==> config.mk <==
export PLATFORM = sky130hd
export DESIGN_NAME = mts_cell
export DESIGN_NICKNAME = d
export VERILOG_FILES = /design/src/rtl/core/mts_pkg.sv /design/src/rtl/core/mts_cell.sv
export SDC_FILE = /design/constraint.sdc
export NUM_CORES = 1
export LEC_CHECK = 0
export BUFFER_PORTS_ARGS = -buffer_cell sky130_fd_sc_hd__buf_2
export CORE_UTILIZATION = 31
export CTS_CLUSTER_SIZE = 12
export DETAILED_ROUTE_END_ITERATION = 16
export PLACE_DENSITY_LB_ADDON = 0.12
export SETUP_SLACK_MARGIN = 0.02
export SLEW_MARGIN = 5
export SYNTH_ARGS = -nofsm -noshare
export SYNTH_HDL_FRONTEND = slang
export SYNTH_SLANG_ARGS = --single-unit
==> constraint.sdc <==
create_clock -name clk -period 2.4 [get_ports clk]
set_input_delay 0.12 -clock clk [delete_from_list [all_inputs] [get_ports clk]]
set_output_delay 0.12 -clock clk [all_outputs]
set_load 0.05 [all_outputs]
==> src/rtl/core/mts_pkg.sv <==
// ----------------------------------------------------------------------------
// mts_pkg
// Shared types and codes for the minimum-tracking stack.
// ----------------------------------------------------------------------------
package mts_pkg;

  // Operation codes carried by an input transaction
  localparam logic [1:0] OP_PUSH = 2'd0;
  localparam logic [1:0] OP_POP  = 2'd1;
  localparam logic [1:0] OP_READ = 2'd2;

  // Status codes returned with each result
  localparam logic [1:0] ST_OK        = 2'd0;
  localparam logic [1:0] ST_OVERFLOW  = 2'd1;
  localparam logic [1:0] ST_UNDERFLOW = 2'd2;

  // Fixed field widths of the channels
  localparam int unsigned FIELD_W = 32;
  localparam int unsigned COUNT_W = 7;

  // Shift command broadcast along the cell row
  typedef struct packed {
    logic push;
    logic pop;
  } mts_shift_t;

endpackage

==> src/rtl/core/mts_cell.sv <==
// ----------------------------------------------------------------------------
// mts_cell
// One stack slot: a value and the running minimum of it and the entries below it.
// On a push it takes its upper neighbour's pair, on a pop its lower neighbour's pair.
// ----------------------------------------------------------------------------
module mts_cell #(
  parameter int unsigned VALUE_WIDTH = 32
) (
  input  logic                          clk,
  input  mts_pkg::mts_shift_t           shift,
  input  logic signed [VALUE_WIDTH-1:0] up_val,
  input  logic signed [VALUE_WIDTH-1:0] up_min,
  input  logic signed [VALUE_WIDTH-1:0] dn_val,
  input  logic signed [VALUE_WIDTH-1:0] dn_min,
  output logic signed [VALUE_WIDTH-1:0] val,
  output logic signed [VALUE_WIDTH-1:0] min
);

  logic signed [VALUE_WIDTH-1:0] val_r;
  logic signed [VALUE_WIDTH-1:0] min_r;

  // payload only, no reset needed
  always_ff @(posedge clk) begin
    if (shift.push) begin
      val_r <= up_val;
      min_r <= up_min;
    end else if (shift.pop) begin
      val_r <= dn_val;
      min_r <= dn_min;
    end
  end

  assign val = val_r;
  assign min = min_r;

endmodule

==> impl_metrics.py <==
metrics = {
    "outcome": {
        "outcome": "finished clean",
    },
    "timing": {
        "fmax_mhz": 883,
        "hold_viol": 0,
        "slew_headroom": 0.696,
        "setup_viol": 0,
        "layout_setup_ws_ps": 1270,
        "drv_slew": 0,
        "tightest_slew_ps": 456,
        "period_minus_slack_ps": 1130,
        "finalCritPeriodShare": 0.472,
        "fin_setup_tns_ps": 0,
        "rsz0062_at_grt": "no",
    },
    "finish": {
        "synthToLayoutAreaGrowth_pct": 42.2,
        "final_nets": 469,
        "antenna_cells": 0,
        "post-route-util": 0.465,
        "layout-drive-gt1-share": 0.795,
        "layout_commonest_cell": "buf_2",
        "finalNonFillerCells": 450,
        "layout_common_cells": "buf_2 (193), edfxtp_1 (64), mux2_4 (49), mux2_2 (15), clkbuf_8 (9)",
    },
    "placed_design": {
        "dp_hpwl_um": 5030,
        "dp.cells": 435,
        "gp_congestion": 0.657,
        "pre_cts_ws_ps": 897,
        "port_buffers": 194,
    },
    "route": {
        "drc_errors": 0,
        "num_vias": 1972,
        "route.antenna.remaining_nets": 0,
        "drt-total-wl_um": 6570,
        "dr.pass1.iters": 4,
        "post_drt_wl_per_cell_um": 14.6,
        "vias_per_cell": 4.38,
        "drtIter0Drc": 27,
    },
    "cts": {
        "ctsLongestPathBuffers": 2,
        "numCtsBuffers": 9,
        "clk_pin_slew_ps": 70,
        "postCtsHoldBufs": 0,
        "post_cts_buffers": 0,
        "cts-root-buf": "clkbuf_8",
        "htree_levels": 3,
        "cts_sinks": 64,
        "cts-resized-gates": 0,
        "cts_tree": "done",
    },
    "die": {
        "num_rows": 34,
        "dieArea_sq_mm": 0.00976,
        "die_w_um": 98.8,
        "fp.dieH_um": 98.8,
        "start_util": 0.327,
        "io_pins": 195,
        "core-area_sq_mm": 0.00889,
    },
    "critical_path": {
        "cp-end-kind": "register",
        "crit_family": "buffers and inverters",
        "worst-path-stages": 3,
        "crit_fanout": 32,
        "path_class": "input port to register",
        "cp.required_ps": 2370,
        "start_kind": "input port",
        "arrival_ps": 1110,
        "worstPathCellList": "buf_4, or2_2, buf_4",
        "cp_common_cell": "buf_4",
        "critPathBufInv": 2,
        "cp_slowest_cell": "buf_4",
        "slowest_delay_ps": 380,
    },
    "global_route": {
        "grt_pass1_vias": 1927,
        "track_usage": 0.132,
        "grt_max_degree": 33,
        "grt_pass1_wl_um": 9560,
        "grt-ovfl-total": 0,
        "antenna_found_initial": 0,
    },
    "yosys": {
        "yosys-top-cells-area": "edfxtp_1 (66%), mux2_4 (25%), mux2_2 (5.8%), buf_6 (2.3%), or2_1 (0.22%)",
        "yosys.area.top_type_share": 0.661,
        "synth_area_sq_mm": 0.00291,
        "ys_seq_area_frac": 0.661,
        "syn_avg_cell_area_sq_um": 21.4,
        "syn_inst": 136,
        "ys.warnings.count": 0,
        "syn_nets": 267,
        "yosysTopAreaCell": "edfxtp_1",
        "yosys_register_bits": 64,
        "synth_cell_type_count": 6,
    },
    "worst_hold_path": {
        "hold_path_depth": 2,
        "hp-class": "input port to register",
    },
    "job": {
        "maxCapViolCount": 0,
    },
    "pwr": {
        "power.leakage_nw": 1.98,
        "peakVddDrop_mv": 0.264,
        "p_per_area_mw_per_mm2": 722,
    },
}
## power breakdown
group / leakage (nW) / switching [mW] / internal [mW] / total (mW)
clock: 0.0726 / 0.364 / 0.364 / 0.728
combinational: 1.25 / 0.579 / 0.274 / 0.853
sequential: 0.652 / 0.0271 / 1.37 / 1.40
## worst paths after layout
kind	startpoint	endpoint
hold / removal	dn_min[18]	min[18]
setup / recovery	shift[1]	val[19]
## kinds of logic after synthesis
group,count (synthesis),synth area share
buffers and inverters,7,0.0250
muxes,64,0.311
and+or+nand+nor,1,0.00215
DFF,64,0.661
## metrics by stage
stage / area, sq um / hold slack, ps / power (mW)
after global placement: 3980 / 422 / 2.28
after CTS: 4130 / 65.9 / 3.03
after global routing: 4130 / 60.4 / 3.12
after floorplan: 2910 / 337 / 2.05
after detailed placement: 3980 / 423 / 2.29
final: 4130 / 92.5 / 2.98
## layout make-up
type | instances | area, sq um
clock buffers | 13 | 139
clock inverters | 2 | 7.51
fillers | 833 | 4760
multi-input cells | 65 | 911
flip-flops and latches | 64 | 1920
well taps | 108 | 135
repair buffers | 198 | 1020
## state kept, by name, indices dropped and copies added (netlist names)
name / flops
val: 32
min: 32
## synth_stat cells
| library cell | n |
|---|---|
| edfxtp_1 | 64 |
| or2_1 | 1 |
| buf_2 | 1 |
| buf_6 | 6 |
| mux2_4 | 49 |
| mux2_2 | 15 |
## routing by layer
metal,wire (um),track usage,vias to the layer above
met4,66,0.0482,0
met1,2530,0.142,900
met3,789,0.0709,7
met2,3180,0.220,126
met5,0,0,-
li1,-,-,939
No activity file was read; power rests on OpenSTA's default activity.
